<file path="src/sv/drc_pkg.sv">
// Shared types, constants and helper functions for the depth to rainbow color pipeline.
`default_nettype none

package drc_pkg;

   localparam int DEPTH_W   = 16;
   localparam int COLOR_W   = 8;
   localparam int V_W       = 11;
   localparam int NUM_W     = 27;
   localparam int BAND_W    = 3;
   localparam int STEP_BITS = 3;

   localparam logic [DEPTH_W-1:0] MIN_DEPTH_RESET = 16'd400;
   localparam logic [DEPTH_W-1:0] MAX_DEPTH_RESET = 16'd1200;
   localparam logic [NUM_W-1:0]   RAMP_SPAN       = 27'd1530;
   localparam logic [COLOR_W-1:0] FULL            = 8'hff;

   typedef enum logic [0:0] {
      CSR_MIN_DEPTH = 1'b0,
      CSR_MAX_DEPTH = 1'b1
   } csr_idx_type;

   typedef enum logic [BAND_W-1:0] {
      BAND_WHITE_RED    = 3'd0,
      BAND_RED_YELLOW   = 3'd1,
      BAND_YELLOW_GREEN = 3'd2,
      BAND_GREEN_CYAN   = 3'd3,
      BAND_CYAN_BLUE    = 3'd4,
      BAND_BLUE_BLACK   = 3'd5
   } band_type;

   typedef struct packed {
      logic               black;
      logic [NUM_W-1:0]   rem;
      logic [DEPTH_W-1:0] dvs;
      logic [V_W-1:0]     quo;
   } div_type;

   typedef struct packed {
      logic [COLOR_W-1:0] red;
      logic [COLOR_W-1:0] green;
      logic [COLOR_W-1:0] blue;
   } rgb_type;

   typedef struct packed {
      logic valid;
   } flow_type;

   // One restoring division step for quotient bit k.
   function automatic div_type div_step(input div_type s, input int k);
      div_type          r;
      logic [NUM_W-1:0] shifted;
      r       = s;
      shifted = NUM_W'(s.dvs) << k;
      if (s.rem >= shifted) begin
         r.rem = s.rem - shifted;
         r.quo = r.quo | (V_W'(1) << k);
      end
      return r;
   endfunction

   function automatic rgb_type color_map(input logic black, input logic [V_W-1:0] v);
      rgb_type            c;
      logic [COLOR_W-1:0] lb;
      lb = v[COLOR_W-1:0];
      c  = '0;
      if (!black && (v != '0)) begin
         unique case (v[V_W-1:COLOR_W])
            BAND_WHITE_RED: begin
               c.red = FULL; c.green = FULL - lb; c.blue = FULL - lb;
            end
            BAND_RED_YELLOW: begin
               c.red = FULL; c.green = lb;
            end
            BAND_YELLOW_GREEN: begin
               c.red = FULL - lb; c.green = FULL;
            end
            BAND_GREEN_CYAN: begin
               c.green = FULL; c.blue = lb;
            end
            BAND_CYAN_BLUE: begin
               c.green = FULL - lb; c.blue = FULL;
            end
            BAND_BLUE_BLACK: begin
               c.blue = FULL - lb;
            end
            default: begin
               c = '0;
            end
         endcase
      end
      return c;
   endfunction

endpackage

`default_nettype wire

</file>
<file path="src/sv/drc_front.sv">
// Front stages: offset and range check, then scaling by the ramp span.
`default_nettype none

module drc_front (
   input  wire logic                     clock,
   input  wire logic                     reset,
   input  wire logic                     in_valid,
   output logic                          in_ready,
   input  wire logic [drc_pkg::DEPTH_W-1:0] depth,
   input  wire logic [drc_pkg::DEPTH_W-1:0] min_depth,
   input  wire logic [drc_pkg::DEPTH_W-1:0] max_depth,
   output drc_pkg::flow_type             out_flow,
   input  wire logic                     out_ready,
   output drc_pkg::div_type              out_data
);
   import drc_pkg::*;

   logic               v1_ff, v1_in, v2_ff, v2_in;
   logic               black1_ff, black1_in;
   logic [DEPTH_W-1:0] diff_ff, diff_in, dvs1_ff, dvs1_in;
   div_type            s2_ff, s2_in;
   logic               adv1, adv2;

   assign adv2     = !v2_ff || out_ready;
   assign adv1     = !v1_ff || adv2;
   assign in_ready = adv1;

   always_comb begin
      v1_in     = adv1 ? in_valid : v1_ff;
      black1_in = (max_depth <= min_depth) || (depth <= min_depth);
      diff_in   = depth - min_depth;
      dvs1_in   = max_depth - min_depth;
      v2_in     = adv2 ? v1_ff : v2_ff;
      s2_in.black = black1_ff;
      s2_in.rem   = NUM_W'(diff_ff) * RAMP_SPAN;
      s2_in.dvs   = dvs1_ff;
      s2_in.quo   = '0;
   end

   always_ff @(posedge clock) begin
      if (reset) begin
         v1_ff <= 1'b0;
         v2_ff <= 1'b0;
      end else begin
         v1_ff <= v1_in;
         v2_ff <= v2_in;
      end
   end

   always_ff @(posedge clock) begin
      if (adv1) begin
         black1_ff <= black1_in;
         diff_ff   <= diff_in;
         dvs1_ff   <= dvs1_in;
      end
      if (adv2) begin
         s2_ff <= s2_in;
      end
   end

   assign out_flow.valid = v2_ff;
   assign out_data       = s2_ff;

endmodule

`default_nettype wire

</file>
<file path="src/sv/drc_divider.sv">
// Four-stage restoring divider giving the ramp position, three quotient bits a stage and two in the last.
`default_nettype none

module drc_divider (
   input  wire logic              clock,
   input  wire logic              reset,
   input  wire drc_pkg::flow_type in_flow,
   output logic                   in_ready,
   input  wire drc_pkg::div_type  in_data,
   output drc_pkg::flow_type      out_flow,
   input  wire logic              out_ready,
   output drc_pkg::div_type       out_data
);
   import drc_pkg::*;

   localparam int NSTAGE = (V_W + STEP_BITS - 1) / STEP_BITS;

   logic    v_ff [NSTAGE];
   logic    v_in [NSTAGE];
   logic    adv  [NSTAGE];
   div_type st_ff [NSTAGE];
   div_type st_in [NSTAGE];
   div_type first;
   logic [NUM_W-1:0] limit;

   always_comb begin
      for (int i = NSTAGE - 1; i >= 0; i--) begin
         if (i == NSTAGE - 1) begin
            adv[i] = !v_ff[i] || out_ready;
         end else begin
            adv[i] = !v_ff[i] || adv[i+1];
         end
      end
   end

   assign in_ready = adv[0];

   always_comb begin
      // Positions of 1536 and above are black, which keeps the quotient within 11 bits.
      limit       = (NUM_W'(in_data.dvs) << 10) + (NUM_W'(in_data.dvs) << 9);
      first       = in_data;
      first.black = in_data.black || (in_data.rem >= limit);
      for (int i = 0; i < NSTAGE; i++) begin
         if (i == 0) begin
            v_in[i]  = adv[i] ? in_flow.valid : v_ff[i];
            st_in[i] = first;
         end else begin
            v_in[i]  = adv[i] ? v_ff[i-1] : v_ff[i];
            st_in[i] = st_ff[i-1];
         end
         for (int j = 0; j < STEP_BITS; j++) begin
            if ((V_W - 1 - i * STEP_BITS - j) >= 0) begin
               st_in[i] = div_step(st_in[i], V_W - 1 - i * STEP_BITS - j);
            end
         end
      end
   end

   always_ff @(posedge clock) begin
      if (reset) begin
         for (int i = 0; i < NSTAGE; i++) begin
            v_ff[i] <= 1'b0;
         end
      end else begin
         for (int i = 0; i < NSTAGE; i++) begin
            v_ff[i] <= v_in[i];
         end
      end
   end

   always_ff @(posedge clock) begin
      for (int i = 0; i < NSTAGE; i++) begin
         if (adv[i]) begin
            st_ff[i] <= st_in[i];
         end
      end
   end

   assign out_flow.valid = v_ff[NSTAGE-1];
   assign out_data       = st_ff[NSTAGE-1];

endmodule

`default_nettype wire

</file>
<file path="src/sv/drc_color.sv">
// Output stage: band and low byte to color, held in the result register.
`default_nettype none

module drc_color (
   input  wire logic              clock,
   input  wire logic              reset,
   input  wire drc_pkg::flow_type in_flow,
   output logic                   in_ready,
   input  wire drc_pkg::div_type  in_data,
   output logic                   out_valid,
   input  wire logic              out_ready,
   output drc_pkg::rgb_type       out_rgb
);
   import drc_pkg::*;

   logic    v_ff, v_in, adv;
   rgb_type rgb_ff, rgb_in;

   assign adv      = !v_ff || out_ready;
   assign in_ready = adv;

   always_comb begin
      v_in   = adv ? in_flow.valid : v_ff;
      rgb_in = color_map(in_data.black, in_data.quo);
   end

   always_ff @(posedge clock) begin
      if (reset) begin
         v_ff <= 1'b0;
      end else begin
         v_ff <= v_in;
      end
   end

   always_ff @(posedge clock) begin
      if (adv) begin
         rgb_ff <= rgb_in;
      end
   end

   assign out_valid = v_ff;
   assign out_rgb   = rgb_ff;

endmodule

`default_nettype wire

</file>
<file path="src/sv/depth_to_rainbow_color.sv">
// Top level of the depth to rainbow color pipeline.
// Throughput is one beat per cycle when the output is not stalled, over seven stages:
// two front, four divider, one output.
// Synchronous reset empties the pipeline and loads min_depth 400 and max_depth 1200.
// A stalled output holds its beat while empty stages upstream keep accepting.
`default_nettype none

module depth_to_rainbow_color (
   input  wire logic                        clock,
   input  wire logic                        reset,
   input  wire logic                        req_valid,
   output logic                             req_ready,
   input  wire logic [drc_pkg::DEPTH_W-1:0] req_depth,
   output logic                             rsp_valid,
   input  wire logic                        rsp_ready,
   output logic [drc_pkg::COLOR_W-1:0]      rsp_red,
   output logic [drc_pkg::COLOR_W-1:0]      rsp_green,
   output logic [drc_pkg::COLOR_W-1:0]      rsp_blue,
   input  wire logic                        csr_write,
   input  wire drc_pkg::csr_idx_type        csr_index,
   input  wire logic [drc_pkg::DEPTH_W-1:0] csr_wdata
);
   import drc_pkg::*;

   logic [DEPTH_W-1:0] min_depth_ff, min_depth_in, max_depth_ff, max_depth_in;
   flow_type           front_flow, div_flow;
   div_type            front_data, div_data;
   logic               div_ready, color_ready;
   rgb_type            rgb;

   always_comb begin
      min_depth_in = min_depth_ff;
      max_depth_in = max_depth_ff;
      if (csr_write) begin
         unique case (csr_index)
            CSR_MIN_DEPTH: min_depth_in = csr_wdata;
            CSR_MAX_DEPTH: max_depth_in = csr_wdata;
            default: begin
               min_depth_in = min_depth_ff;
            end
         endcase
      end
   end

   always_ff @(posedge clock) begin
      if (reset) begin
         min_depth_ff <= MIN_DEPTH_RESET;
         max_depth_ff <= MAX_DEPTH_RESET;
      end else begin
         min_depth_ff <= min_depth_in;
         max_depth_ff <= max_depth_in;
      end
   end

   drc_front u_front (
      .clock     (clock),
      .reset     (reset),
      .in_valid  (req_valid),
      .in_ready  (req_ready),
      .depth     (req_depth),
      .min_depth (min_depth_ff),
      .max_depth (max_depth_ff),
      .out_flow  (front_flow),
      .out_ready (div_ready),
      .out_data  (front_data)
   );

   drc_divider u_divider (
      .clock     (clock),
      .reset     (reset),
      .in_flow   (front_flow),
      .in_ready  (div_ready),
      .in_data   (front_data),
      .out_flow  (div_flow),
      .out_ready (color_ready),
      .out_data  (div_data)
   );

   drc_color u_color (
      .clock     (clock),
      .reset     (reset),
      .in_flow   (div_flow),
      .in_ready  (color_ready),
      .in_data   (div_data),
      .out_valid (rsp_valid),
      .out_ready (rsp_ready),
      .out_rgb   (rgb)
   );

   assign rsp_red   = rgb.red;
   assign rsp_green = rgb.green;
   assign rsp_blue  = rgb.blue;

endmodule

`default_nettype wire

</file>
<file path="config.mk">
export PLATFORM = sky130hd
export DESIGN_NAME = depth_to_rainbow_color
export DESIGN_NICKNAME = d
export VERILOG_FILES = /design/src/sv/drc_pkg.sv /design/src/sv/drc_front.sv /design/src/sv/drc_divider.sv /design/src/sv/drc_color.sv /design/src/sv/depth_to_rainbow_color.sv
export SDC_FILE = /design/constraint.sdc
export NUM_CORES = 1
export LEC_CHECK = 0
export BUFFER_PORTS_ARGS = -buffer_cell sky130_fd_sc_hd__buf_2
export CAP_MARGIN = 25
export CORE_MARGIN = 2
export CORE_UTILIZATION = 42
export CTS_CLUSTER_SIZE = 10
export DETAILED_ROUTE_END_ITERATION = 8
export GPL_ROUTABILITY_DRIVEN = 0
export SLEW_MARGIN = 15
export SYNTH_ARGS = -nofsm -noshare
export SYNTH_HDL_FRONTEND = slang
export SYNTH_SLANG_ARGS = --single-unit
</file>
<file path="constraint.sdc">
create_clock -name clock -period 8.6 [get_ports clock]
set_input_delay 1.29 -clock clock [delete_from_list [all_inputs] [get_ports clock]]
set_output_delay 1.29 -clock clock [all_outputs]
set_load 0.02 [all_outputs]
</file>
==> summary.txt <==
Clocking
  – Clock Sinks: 298
  – H-tree Lvls: 2
  – Clk slew on worst S/H paths: 0.06 ns
  – CTS tree: done
  – CTS Buffer Depth: 3
  – Hold_buf cts: 0
  – Worst-Skew Late Latency: 0.58 ns
  – CTS Buf Count: 41
  – Root Driver: clkbuf_16

Die
  – IO Count: 64
  – Die Area: 65500 um2
  – Cell Rows: 92
  – Total core area: 62900 um2
  – Die height: 256 um
  – Chip Width: 256 um
  – Starting Density: 42.4%

Final layout
  – Register Area: 8560 um2
  – Ant. Diodes: 0
  – Area occupied by multi-input gates: 17000 um2
  – Area delta synth->final: 11.5%
  – Fillers: 5934
  – Ratio of cells with drive above 1 in the final layout: 10.6%
  – Nets: 3375

Global routing
  – First-pass GRT wire length: 110000 um
  – Vias in the first global route: 20800
  – Largest net degree at the start of global routing: 53
  – Initial antenna violation count: 1
  – Gr ovfl total: 0
  – Global-route total usage across every layer: 20.7%

Setup path
  – CP Max Fanout: 26
  – CP Capture Type: flop
  – Biggest cell delay along the critical path: 0.48 ns
  – Crit Path Class: reg -> reg
  – Crit path DAT: 8.60 ns
  – WP data required: 8.99 ns
  – Startpoint Class: flop
  – CP max-delay cell: fa_1

STA
  – Final period util: 95.4%
  – Slew margin rel.: 46.3%
  – Worst hold slack: 0.410 ns
  – Final setup violation count: 0
  – Clk_skew: 0.0330 ns
  – Worst slew pin tran: 0.799 ns
  – Pins Over Slew Limit: 0
  – Final hold vios: 0
  – FMAX: 122 MHz
  – Final Critical Period: 8.20 ns

Logic synthesis
  – EDFF count, synth: 259
  – Syn nets: 3268
  – Unique masters post-synth: 88
  – Avg Cell Area, Syn: 9.46 um2
  – Syn Inst Count: 2818
  – Yosys reg bits: 298
  – Synthesized cell area: 26600 um2
  – Warnings from Yosys: 0
  – Ys flop type: edfxtp_1
  – Async set-reset flop share out of synthesis: 0%
  – Sequential-to-total area share from yosys stat: 32.1%

Worst hold path
  – Hold Crit Class: reg -> reg

Detailed routing
  – Post-DRT Antenna Nets: 0
  – WL/cell: 18.2 um
  – Starting DRC count in detailed routing: 1275
  – Vias per cell: 5.52
  – Vias: 21000
  – DRT Pass-1 Iters: 5
  – Routed Wire Length: 69000 um
  – Post-route DRC: 0

Status
  – Outcome: complete, no violations

Job
  – Max_cap viols: 0

Place
  – Dpl hpwl: 55200 um
  – PortBufs: 63
critical path, delay by kind of cell (launching register included):
family	cells	cell delay, ns
simple gates	7	1.70
buf+inv	4	0.77
compound gates	13	3.39
fa+ha+maj	3	1.19
mux	2	0.55
flops	1	0.40
layout make-up:
class | count | area share [%]
Inverter | 264 | 3.33
Tap cell | 846 | 3.56
Sequential cell | 298 | 28.8
Timing Repair Buffer | 128 | 2.98
Clock buffer | 52 | 3.77
Clock inverter | 18 | 0.505
Multi-Input combinational cell | 2192 | 57.1
sequential cells by signal, summed over array words and instances (netlist names):
name,cells
u_front.dvs1_ff,16
u_color.out_rgb,24
u_front.out_flow,1
u_front.v1_ff,1
u_front.diff_ff,16
u_divider.st_ff,159
min_depth_ff,16
u_front.out_data,43
u_front.black1_ff,1
max_depth_ff,16
u_divider.v_ff,4
u_color.out_valid,1
placed cells by master, fill, tap and decap left out, drive strengths merged, types with 12 or more instances in the layout:
master / synthesis / layout
xnor2: 129 / 129
nor4: 17 / 17
and3: 29 / 29
a31oi: 24 / 24
clkbuf: 42 / 52
inv: 263 / 264
o21ai: 141 / 141
a21o: 79 / 79
nand2b: 37 / 37
o21a: 44 / 44
nor3: 51 / 51
mux2: 56 / 56
a21boi: 15 / 15
nand3b: 12 / 12
a211oi: 17 / 17
o31ai: 14 / 14
clkinv: 1 / 14
or3: 13 / 13
edfxtp: 259 / 259
nor2: 215 / 215
nand4: 35 / 35
xor2: 71 / 71
fa: 93 / 93
nand3: 50 / 50
nand2: 229 / 229
or2: 16 / 16
nor2b: 47 / 47
a21oi: 254 / 254
o21bai: 24 / 24
dfxtp: 39 / 39
ha: 319 / 319
buf: 23 / 128
per-stage QoR:
stage	setup WS, ns	cells	util (%)	TNS (ns)	area (um2)
floorplan	0.0165	2818	-	0	26600
global placement	0.315	3714	44.8	0	28100
detailed placement	0.120	3716	44.8	0	28200
CTS	0.0692	3786	46.9	0	29400
global route	-0.0238	3798	47.3	-0.0765	29700
finish	0.396	3798	47.3	0	29700
logic make-up (layout without fill, tap and decap cells):
group                      Yosys count  in the layout  share of synthesized area [%]
xor gates and xnor gates           200            200                           6.57
adders and majority gates          420            420                           22.3
and+or+nand+nor                    792            793                           14.5
AOI/OAI and AO/OA                  716            716                           17.0
muxes                               63             63                           2.64
buffers and inverters              329            462                           4.83
DFF                                298            298                           32.1
repair_timing:
item	in CTS	in global routing
resized for setup	0	43
setup buffers	0	9
endpoints found under the setup margin	0	69
hold endpoints to repair	0	0
Yosys cell counts (14+ instances only):
master | count | area [um2]
a211oi_1 | 17 | 128
fa_1 | 93 | 1860
inv_1 | 261 | 980
or2_2 | 14 | 87.6
o21bai_1 | 24 | 180
nand2_1 | 228 | 856
a21oi_1 | 254 | 1270
a21o_1 | 79 | 593
nand4_1 | 35 | 219
o21a_1 | 44 | 330
a21boi_0 | 15 | 113
nand3_1 | 50 | 250
ha_1 | 319 | 3990
o21ai_0 | 128 | 641
mux2_2 | 55 | 619
edfxtp_1 | 259 | 7780
nor4_1 | 17 | 106
xnor2_1 | 129 | 1130
dfxtp_1 | 39 | 781
and3_1 | 29 | 181
a31oi_1 | 24 | 150
clkbuf_1 | 41 | 154
nor2_1 | 215 | 807
nor3_1 | 50 | 250
nor2b_1 | 47 | 294
xor2_1 | 71 | 622
nand2b_1 | 37 | 231
path summary, 6_finish.rpt:
| check | startpoint | to | slack [ns] | cells past startpoint |
|---|---|---|---|---|
| worst max-delay path | u_divider.st_ff[1][21] | u_divider.st_ff[2][29] | 0.40 | 29 |
| worst min register to register | u_front.dvs1_ff[10] | u_front.out_data[21] | 0.41 | 0 |
| worst min-delay path | u_front.dvs1_ff[10] | u_front.out_data[21] | 0.41 | 0 |
| worst max register to register | u_divider.st_ff[1][21] | u_divider.st_ff[2][29] | 0.40 | 29 |
metal layers:
metal	global-route usage (%)	routed length (um)	up-vias	part of all wire, %
met1	27.0	31000	9964	45
met5	0	0	-	0
met3	2.45	2820	131	4.1
met4	7.89	2320	0	3.4
li1	-	-	10400	-
met2	35.3	32800	509	48
Power is left out: the tool's default activity adds up to more than one toggle a clock period on the data nets, which glitch-free logic cannot reach.
